[src/hdl/rse_pkg.sv]
// rse_pkg: shared types and constants for the rank sort engine.
// Holds the datapath command/status structs and the operation codes.
// No dependencies.
package rse_pkg;

  localparam int unsigned DATA_W       = 32;
  localparam int unsigned CAPACITY_DEF = 32;

  // Datapath operation selected by the controller
  typedef enum logic [1:0] {
    OP_IDLE  = 2'd0,
    OP_CMP   = 2'd1,
    OP_PLACE = 2'd2,
    OP_EMIT  = 2'd3
  } dp_op_t;

  // Controller to datapath commands
  typedef struct packed {
    dp_op_t op;
    logic   load;     // take the incoming request
    logic   commit;   // write the new rank, bump the element count
    logic   restart;  // rewind the scan index
    logic   clear;    // drop the set, rewind everything
  } dp_cmd_t;

  // Datapath to controller status
  typedef struct packed {
    logic scan_done;  // scan reached the count, no read in flight
    logic flush;      // set ends with the element being ranked
  } dp_stat_t;

endpackage

[src/hdl/rse_datapath.sv]
// rse_datapath: value, rank and placed memories with the scan pipeline
// and the result register for the rank sort engine.
// Depends on rse_pkg.
module rse_datapath #(
  parameter int unsigned CAPACITY = rse_pkg::CAPACITY_DEF
) (
  input  logic                                clk,
  input  logic                                rst_n,
  input  rse_pkg::dp_cmd_t                    cmd,
  output rse_pkg::dp_stat_t                   stat,
  input  logic signed [rse_pkg::DATA_W-1:0]   in_value,
  input  logic                                in_last_in,
  output logic                                out_valid,
  input  logic                                out_stall,
  output logic signed [rse_pkg::DATA_W-1:0]   out_sorted_value,
  output logic                                out_last_out
);
  import rse_pkg::*;

  localparam int unsigned IDX_W = $clog2(CAPACITY);
  localparam int unsigned CNT_W = $clog2(CAPACITY + 1);

  // Storage
  logic signed [DATA_W-1:0] value_mem  [CAPACITY];
  logic        [IDX_W-1:0]  rank_mem   [CAPACITY];
  logic signed [DATA_W-1:0] placed_mem [CAPACITY];

  // Control registers
  logic [CNT_W-1:0] cnt_r,   cnt_nxt;
  logic [CNT_W-1:0] scan_r,  scan_nxt;
  logic             p_vld_r;
  logic             out_valid_r, out_valid_nxt;

  // Payload registers
  logic [CNT_W-1:0]         p_idx_r;
  logic signed [DATA_W-1:0] v_r;
  logic                     last_r;
  logic [IDX_W-1:0]         newrank_r;
  logic signed [DATA_W-1:0] val_rd_r;
  logic [IDX_W-1:0]         rank_rd_r;
  logic signed [DATA_W-1:0] plc_rd_r;
  logic signed [DATA_W-1:0] out_value_r;
  logic                     out_last_r;

  logic issue;
  logic scan_more;
  logic earlier_le;
  logic out_free;

  assign scan_more  = (scan_r != cnt_r);
  assign out_free   = !out_valid_r || !out_stall;
  assign earlier_le = (val_rd_r <= v_r);

  // Cmp/place read every cycle; emit needs a free result slot, no read pending
  always_comb begin
    case (cmd.op)
      OP_CMP, OP_PLACE: issue = scan_more;
      OP_EMIT:          issue = scan_more && !p_vld_r && out_free;
      default:          issue = 1'b0;
    endcase
  end

  assign stat.scan_done = !scan_more && !p_vld_r;
  assign stat.flush     = last_r || (cnt_r == CNT_W'(CAPACITY - 1));

  // Next count and scan index
  always_comb begin
    cnt_nxt = cnt_r;
    if (cmd.clear) begin
      cnt_nxt = '0;
    end else if (cmd.commit) begin
      cnt_nxt = cnt_r + CNT_W'(1);
    end

    scan_nxt = scan_r;
    if (cmd.load || cmd.commit || cmd.restart || cmd.clear) begin
      scan_nxt = '0;
    end else if (issue) begin
      scan_nxt = scan_r + CNT_W'(1);
    end
  end

  // Load the result register when emit data returns, drop it when taken
  always_comb begin
    out_valid_nxt = out_valid_r;
    if (p_vld_r && cmd.op == OP_EMIT) begin
      out_valid_nxt = 1'b1;
    end else if (!out_stall) begin
      out_valid_nxt = 1'b0;
    end
  end

  // Control state
  always_ff @(posedge clk) begin
    if (!rst_n) begin
      cnt_r       <= '0;
      scan_r      <= '0;
      p_vld_r     <= 1'b0;
      out_valid_r <= 1'b0;
    end else begin
      cnt_r       <= cnt_nxt;
      scan_r      <= scan_nxt;
      p_vld_r     <= issue;
      out_valid_r <= out_valid_nxt;
    end
  end

  // Capture the new request and keep its running rank
  always_ff @(posedge clk) begin
    if (cmd.load) begin
      v_r       <= in_value;
      last_r    <= in_last_in;
      newrank_r <= '0;
    end else if (cmd.op == OP_CMP && p_vld_r && earlier_le) begin
      newrank_r <= newrank_r + IDX_W'(1);
    end
    if (issue) begin
      p_idx_r <= scan_r;
    end
  end

  // Value store: write on load, registered read at the scan index
  always_ff @(posedge clk) begin
    if (cmd.load) begin
      value_mem[cnt_r[IDX_W-1:0]] <= in_value;
    end
    if (issue) begin
      val_rd_r <= value_mem[scan_r[IDX_W-1:0]];
    end
  end

  // Rank store: bump a greater earlier element, or write the new rank
  always_ff @(posedge clk) begin
    if (cmd.commit) begin
      rank_mem[cnt_r[IDX_W-1:0]] <= newrank_r;
    end else if (cmd.op == OP_CMP && p_vld_r && !earlier_le) begin
      rank_mem[p_idx_r[IDX_W-1:0]] <= rank_rd_r + IDX_W'(1);
    end
    if (issue) begin
      rank_rd_r <= rank_mem[scan_r[IDX_W-1:0]];
    end
  end

  // Placed store: scatter by rank, read back in order
  always_ff @(posedge clk) begin
    if (cmd.op == OP_PLACE && p_vld_r) begin
      placed_mem[rank_rd_r] <= val_rd_r;
    end
    if (issue) begin
      plc_rd_r <= placed_mem[scan_r[IDX_W-1:0]];
    end
  end

  // Result payload
  always_ff @(posedge clk) begin
    if (p_vld_r && cmd.op == OP_EMIT) begin
      out_value_r <= plc_rd_r;
      out_last_r  <= (p_idx_r == cnt_r - CNT_W'(1));
    end
  end

  assign out_valid        = out_valid_r;
  assign out_sorted_value = out_value_r;
  assign out_last_out     = out_last_r;

endmodule

[src/hdl/rse_ctrl.sv]
// rse_ctrl: sequencing state machine for the rank sort engine.
// Drives datapath commands from its status and the input handshake.
// Depends on rse_pkg.
module rse_ctrl (
  input  logic               clk,
  input  logic               rst_n,
  input  logic               in_valid,
  output logic               in_stall,
  output rse_pkg::dp_cmd_t   cmd,
  input  rse_pkg::dp_stat_t  stat
);
  import rse_pkg::*;

  typedef enum logic [1:0] {
    ST_IDLE,
    ST_CMP,
    ST_PLACE,
    ST_EMIT
  } state_t;

  state_t state_r, state_nxt;

  assign in_stall = (state_r != ST_IDLE);

  // Decode commands and next state
  always_comb begin
    state_nxt   = state_r;
    cmd         = '0;
    cmd.op      = OP_IDLE;
    unique case (state_r)
      ST_IDLE: begin
        if (in_valid) begin
          cmd.load  = 1'b1;
          state_nxt = ST_CMP;
        end
      end
      ST_CMP: begin
        cmd.op = OP_CMP;
        if (stat.scan_done) begin
          cmd.commit = 1'b1;
          state_nxt  = stat.flush ? ST_PLACE : ST_IDLE;
        end
      end
      ST_PLACE: begin
        cmd.op = OP_PLACE;
        if (stat.scan_done) begin
          cmd.restart = 1'b1;
          state_nxt   = ST_EMIT;
        end
      end
      ST_EMIT: begin
        cmd.op = OP_EMIT;
        if (stat.scan_done) begin
          cmd.clear = 1'b1;
          state_nxt = ST_IDLE;
        end
      end
      default: state_nxt = ST_IDLE;
    endcase
  end

  // Hold state
  always_ff @(posedge clk) begin
    if (!rst_n) begin
      state_r <= ST_IDLE;
    end else begin
      state_r <= state_nxt;
    end
  end

endmodule

[src/hdl/rank_sort_engine_core.sv]
// rank_sort_engine_core: stable rank sort of signed 32-bit values.
// An item with k earlier elements in its set goes through: accept, one value/rank memory
// read per earlier element, a read-pipe drain when k is not 0, rank write-back.
// The set is then placed by rank, and its results are emitted one read at a time
// through the single placed-store read port and result register.
// Synchronous active-low reset empties the set; memories are not cleared.
module rank_sort_engine_core #(
  parameter int unsigned CAPACITY = rse_pkg::CAPACITY_DEF
) (
  input  logic                                clk,
  input  logic                                rst_n,
  input  logic                                in_valid,
  output logic                                in_stall,
  input  logic signed [rse_pkg::DATA_W-1:0]   in_value,
  input  logic                                in_last_in,
  output logic                                out_valid,
  input  logic                                out_stall,
  output logic signed [rse_pkg::DATA_W-1:0]   out_sorted_value,
  output logic                                out_last_out
);
  import rse_pkg::*;

  dp_cmd_t  cmd;
  dp_stat_t stat;

  // Sequencer
  rse_ctrl u_ctrl (
    .clk      (clk),
    .rst_n    (rst_n),
    .in_valid (in_valid),
    .in_stall (in_stall),
    .cmd      (cmd),
    .stat     (stat)
  );

  // Storage and scan datapath
  rse_datapath #(
    .CAPACITY (CAPACITY)
  ) u_datapath (
    .clk              (clk),
    .rst_n            (rst_n),
    .cmd              (cmd),
    .stat             (stat),
    .in_value         (in_value),
    .in_last_in       (in_last_in),
    .out_valid        (out_valid),
    .out_stall        (out_stall),
    .out_sorted_value (out_sorted_value),
    .out_last_out     (out_last_out)
  );

endmodule
[config.mk]
export PLATFORM = sky130hd
export DESIGN_NAME = rank_sort_engine_core
export DESIGN_NICKNAME = d
export VERILOG_FILES = /design/src/hdl/rse_pkg.sv /design/src/hdl/rse_datapath.sv /design/src/hdl/rse_ctrl.sv /design/src/hdl/rank_sort_engine_core.sv
export SDC_FILE = /design/constraint.sdc
export NUM_CORES = 2
export LEC_CHECK = 0
export BUFFER_PORTS_ARGS = -buffer_cell sky130_fd_sc_hd__buf_2
export CAP_MARGIN = 0
export CORE_UTILIZATION = 57
export CTS_CLUSTER_DIAMETER = 100
export DETAILED_ROUTE_END_ITERATION = 8
export GPL_ROUTABILITY_DRIVEN = 0
export GPL_TIMING_DRIVEN = 0
export HOLD_SLACK_MARGIN = 0.1
export PLACE_DENSITY_LB_ADDON = 0.25
export SLEW_MARGIN = 20
export SYNTH_ARGS = -nofsm -noshare
export SYNTH_HDL_FRONTEND = slang
export SYNTH_HIERARCHICAL = 1
export SYNTH_SLANG_ARGS = --single-unit
[constraint.sdc]
create_clock -name clk -period 5.2 [get_ports clk]
set_input_delay 1.04 -clock clk [delete_from_list [all_inputs] [get_ports clk]]
set_output_delay 1.04 -clock clk [all_outputs]
set_load 0.01 [all_outputs]
* Word-level counts from Yosys, hierarchy flattened
Memory sizes are Yosys's and may differ from the RTL's. A register that Yosys moved wholly into a read port is not among the register bits.
Cells that the tools add are included.
** Storage, ports and cells
- Logic and storage cells :: 88
- Flip-flop bits (word level) :: 93
- Memory bits (writable) :: 2208
- Output and inout bits :: 35
- Memories kept :: 3
- Bits of input ports :: 37
** Memories
- u_datapath.placed_mem :: depth 32, bits a word 32, read ports 1, clocked after memory_dff 1, write ports 1, RTL line rse_datapath.sv:26 : logic signed [DATA_W-1:0] placed_mem [CAPACITY];
- u_datapath.value_mem :: depth 32, bits a word 32, read ports 1, clocked after memory_dff 1, write ports 1, RTL line rse_datapath.sv:24 : logic signed [DATA_W-1:0] value_mem [CAPACITY];
- u_datapath.rank_mem :: depth 32, bits a word 5, read ports 1, clocked after memory_dff 1, write ports 1, RTL line rse_datapath.sv:25 : logic [IDX_W-1:0] rank_mem [CAPACITY];
** Operators by class
- Eq/ne operators :: 14
- Bitwise operators :: 1
- $add $sub $neg :: 5
- $lt $le $gt $ge :: 1
- Multiplexer cells :: 28
- Reductions and logical operators :: 25
** Operators by type and width (count)
- $le A32 B32 Y1 :: 1
- $mux W1 :: 18
- $add A6 B1 Y6 const B :: 2
- $add A5 B1 Y5 const B :: 2
- $mux W2 :: 5
- $mux W5 :: 2
- $eq A2 B2 Y1 const B :: 4
- $logic_and A1 B1 Y1 :: 8
- $ne A2 B2 Y1 const B :: 4
- $pmux W2 S4 :: 1
- $eq A6 B5 Y1 const B :: 1
- $eq A6 B6 Y1 :: 1
- $ne A6 B6 Y1 :: 1
- $pmux W2 S3 :: 1
- $reduce_or A2 Y1 :: 3
- $sub A6 B1 Y6 const B :: 1
- $logic_not A1 Y1 :: 5
- $logic_or A1 B1 Y1 :: 5
- $reduce_or A5 Y1 :: 1
- $eq A2 B1 Y1 const B :: 2
- $reduce_and A4 Y1 :: 1
- $logic_not A2 Y1 :: 1
- $ne A2 B1 Y1 const B :: 1
- $pmux W1 S2 :: 1
- 2 further kinds :: 2

* Longest topological paths before layout
- Depth after elaboration :: 10
- Depth in mapped cells :: 15
- Gate-level depth less buffers :: 11

* Hierarchy
Netlist, hierarchy kept.
** By module, submodules not included
- rse_datapath :: cells an instance 3707, seq. area each 70918.0 um^2, area each 90481.8 um^2, times used 1
- rse_ctrl :: cells an instance 16, seq. area each 40.0 um^2, area each 137.6 um^2, times used 1

* Worst setup path after synthesis
Ideal clock, no wire load.
- Kind :: in2reg
- From :: input port out_stall
- To :: register u_datapath.scan_r[5]
- Library setup time :: 121 ps
- Arrival time :: 5496 ps
- Stages :: 7
- Path slack :: -417 ps
- Data required time :: 5079 ps
- Buffers on the path :: 0
- Cell sequence :: nand2_1 a31oi_1 a311oi_2 nand4_1 nor2_1 xnor2_1 nor2_1
** On the way
- Longest elaborated chain between the ends :: 4
** RTL lines
- start: declaration :: RTL line rank_sort_engine_core.sv:17 : input logic out_stall,
- $logic_not A1 Y1 :: RTL line rse_datapath.sv:51 : assign out_free = !out_valid_r || !out_stall;
- $logic_or A1 B1 Y1 :: RTL line rse_datapath.sv:51
- $logic_and A1 B1 Y1 :: RTL line rse_datapath.sv:58 : OP_EMIT: issue = scan_more && !p_vld_r && out_free;
- $pmux W1 S2 :: RTL line rse_datapath.sv:56 : case (cmd.op)
- net u_datapath.issue :: RTL line rse_datapath.sv:45 : logic issue;
- end signal: assignment :: RTL line rse_datapath.sv:102 : scan_r <= scan_nxt;
- end: declaration :: RTL line rse_datapath.sv:30 : logic [CNT_W-1:0] scan_r, scan_nxt;
The timed path passes the listed nets, and every way through them passes these cells.
A chain may end at the register's enable or synchronous reset.

==> flow_summary.json <==
{
  "clock_skew_ps": 58.95,
  "die_area_um2": 160600,
  "die_h_um": 400.7,
  "busiest_layer": "met2",
  "post_synth_most_frequent_cells": "2349 x sky130_fd_sc_hd__edfxtp_1, 690 x sky130_fd_sc_hd__mux4_2, 100 x sky130_fd_sc_hd__clkbuf_1, 100 x sky130_fd_sc_hd__nor2_1, 72 x sky130_fd_sc_hd__mux2_2",
  "globalRouteTotalUtil_pct": 29.35,
  "cp_top_family": "compound AO/OA/AOI/OAI gates",
  "timing_worst_setup_path_type": "reg -> reg",
  "endpoint_kind": "flop",
  "synth_enable_flop_cells": 2349,
  "floorplan.io_pins": 72,
  "grt_util_met3_pct": 7.126,
  "holdCritStartpoint": "u_datapath/scan_r[2]$_SDFFE_PP0P_",
  "synth.cell_area_um2": 90620,
  "tritoncts.num_buffers": 223,
  "critical_path.most_common_cell": "sky130_fd_sc_hd__nor2_1",
  "cts.reportedPaths.clkPinSlew_ps": 70,
  "synthesis.yosys.warnings": 6,
  "async_flop_share_pct": 0,
  "critical_path.slowest_cell": "sky130_fd_sc_hd__o22ai_1",
  "timing.critical_path.slowest_cell_delay_ps": 1030,
  "area_growth_syn_to_layout_pct": 15.67,
  "clkLatencyLatePin_ps": 870,
  "placeableCoreArea_um2": 156900,
  "synth.largest_area_cell": "sky130_fd_sc_hd__edfxtp_1",
  "htree_depth": 4,
  "ctsResizeCount": 0,
  "numClockSinks": 2370,
  "status": "finished, final reports clean",
  "crit_path_setup_slack_layout_ps": 29.96,
  "routed-via-count": 43760,
  "cts_tree": "yes",
  "overflow": 0,
  "wire_per_inst_um": 36.64,
  "rsz_0062_raised_after_global_routing": "false",
  "total_power_consumption_mw": 38.30,
  "postCtsSetupRepairBufs": 0,
  "worst-path-buf-inv": 4,
  "p_leak_nw": 31.94,
  "clock_path_buffers": 3,
  "detailedRoute.firstPassIterationCount": 7,
  "timing.final.hold_violations": 0,
  "worst_slew_margin_rel_pct": 21.19,
  "final_layout_size_suffix_gt1_share_pct": 33.78,
  "row_count": 145,
  "fmaxAchievable_mhz": 193.4,
  "power_density_nw_per_um2": 365.4,
  "yosysSeqAreaShare_pct": 78.30,
  "crit_required_ps": 5680,
  "grt_max_degree": 34,
  "critPathArrivalTime_ps": 5650,
  "finalMaxSlewViolations": 0,
  "cts_root_buffer": "sky130_fd_sc_hd__clkbuf_16",
  "power.ir.vdd_worst_mv": 0.4432,
  "timing_worst_slew_pin_value_ps": 1182,
  "synth.net_count": 3807,
  "die_w_um": 400.7,
  "first_global_vias": 43780,
  "grt_use_met1_pct": 39.20,
  "critPathLaunch": "u_datapath/scan_r[1]$_SDFFE_PP0P_",
  "yosys_register_bits": 2370,
  "postSynthAreaPerCell_um2": 24.34,
  "min_period_ps": 5170,
  "yosys-top-cells-area": "sky130_fd_sc_hd__edfxtp_1 78%, sky130_fd_sc_hd__mux4_2 17%, sky130_fd_sc_hd__mux2_2 0.89%",
  "detailedPlacementHpwl_um": 152200,
  "initial_antenna_violation_count": 8,
  "ys.flop_type": "sky130_fd_sc_hd__edfxtp_1",
  "grt_first_pass_wirelength_um": 327300,
  "critical_path.max_fanout": 10,
  "initial_core_util_pct": 57.74,
  "grt_util_met2_pct": 46.62,
  "detail_route.drc_violations": 0,
  "yosysMostFrequentCell": "sky130_fd_sc_hd__edfxtp_1",
  "max_cap_violations": 0,
  "synth.lib_cells_used.distinct": 56,
  "worstReg2RegStart": "u_datapath/scan_r[1]$_SDFFE_PP0P_",
  "wl_um": 235300,
  "synthCells": 3723,
  "port_buffers": 71,
  "min_path_type": "reg -> reg",
  "post-route-util_pct": 66.79,
  "drtAntennaViolNets": 0,
  "drt_iter0_markers": 6075,
  "post_cts_hold_buffer_count": 0,
  "final_min_period_over_clock_period_pct": 99.42,
  "finalSetupViolCount": 0,
  "place_worst_setup_slack_ps": 287.0,
  "post_drt_via_cell_ratio": 6.814,
  "netlist.area_leader.share_pct": 77.84,
  "design.final.nets": 4264,
  "cp_cell_sequence": "buf_2, buf_2, xor2_1, nor2_1, nand3_1, nor2_1, nand2_1, nor2_1, clkbuf_1, inv_1, o21ai_0, nand3_1, o22ai_1",
  "critical_path.startpoint_type": "flop"
}
power breakdown:
part / total [mW] / leakage (nW) / internal (mW) / switching (mW)
logic: 1.28 / 7.22 / 0.485 / 0.796
clock network: 15.8 / 3.42 / 8.78 / 6.99
registers: 21.2 / 21.3 / 21.1 / 0.104
total: 38.3 / 31.9 / 30.4 / 7.89
metal layers:
metal  vias to the layer above  wire length (um)
met4                         8             11470
met5                         -                50
met2                      2838            114900
met1                     23350             84380
li1                      16980                 -
met3                       587             24480
final timing paths:
kind                                                            end  slack, ps  depth (start not counted)
worst max-delay path            u_datapath/rank_mem[2][2]$_DFFE_PP_         30                         13
worst min-delay path                u_datapath/p_idx_r[2]$_DFFE_PP_        400                          0
worst max register to register  u_datapath/rank_mem[2][2]$_DFFE_PP_         30                         13
worst min register to register      u_datapath/p_idx_r[2]$_DFFE_PP_        400                          0
through the flow:
step	TNS (ps)	hold slack (ps)	instance area, um2	cells
floorplan	0	400.3	90630	3723
global placement	-3580900	401.4	93560	5852
detailed placement	0	404.5	97510	5996
CTS	0	416.1	104600	6402
global route	0	421.5	104800	6419
finish	0	402.9	104800	6423
layout by cell type, fill, tap and decap left out, drive strengths merged, types with 3 or more instances in the layout:
cell type  instances
nand2             24
or3b               3
buf              315
edfxtp          2349
o22ai             31
diode              4
nor3               5
mux2              73
mux2i              3
a21oi             21
nor2             100
bufinv            18
a211oi             3
mux4             690
nor2b              3
xor2              17
or3                4
inv               53
clkbuf           374
nand4             13
nand3             26
nand2b             3
ha                47
o21ai              6
clkinv           104
xnor2             10
clkinvlp           5
dfxtp             21
nand3b            10
area by class of cell:
| class | instances | area, um2 |
|---|---|---|
| Antenna cell | 4 | 10.01 |
| Buffer | 185 | 817.0 |
| Clock buffer | 272 | 5764 |
| Clock inverter | 134 | 1275 |
| Fill cell | 9349 | 52120 |
| Inverter | 46 | 175.2 |
| Multi-Input combinational cell | 1122 | 19230 |
| Sequential cell | 2370 | 70960 |
| Tap cell | 2058 | 2575 |
| Timing Repair Buffer | 232 | 4011 |
registers in the layout (all words and copies together) (netlist names), named ones only:
| name | count |
|---|---|
| u_datapath/placed_mem | 1024 |
| u_datapath/value_mem | 1024 |
| u_datapath/rank_mem | 160 |
| u_datapath/out_sorted_value | 32 |
| u_datapath/plc_rd_r | 32 |
| u_datapath/v_r | 32 |
| u_datapath/val_rd_r | 32 |
| u_datapath/cnt_r | 6 |
| u_datapath/p_idx_r | 6 |
| u_datapath/scan_r | 6 |
| u_datapath/newrank_r | 5 |
| u_datapath/rank_rd_r | 5 |
| u_ctrl/state_r | 1 |
| u_datapath/last_r | 1 |
| u_datapath/out_last_out | 1 |
| u_datapath/out_valid | 1 |
| u_datapath/p_vld_r | 1 |
logic make-up (layout without fill, tap and decap cells):
kind of cell	Yosys count	in the layout	synth area share [%]
XOR/XNOR	27	27	0.2609
flip-flops	2370	2370	78.30
AND/OR/NAND/NOR	201	201	1.053
buffers and inverters	231	869	1.059
adder cells (fa/ha/maj)	47	47	0.6489
multiplexers	766	766	18.09
other	0	4	0
AO/OA/AOI/OAI	81	81	0.5813
No activity file was read; power rests on OpenSTA's default activity.
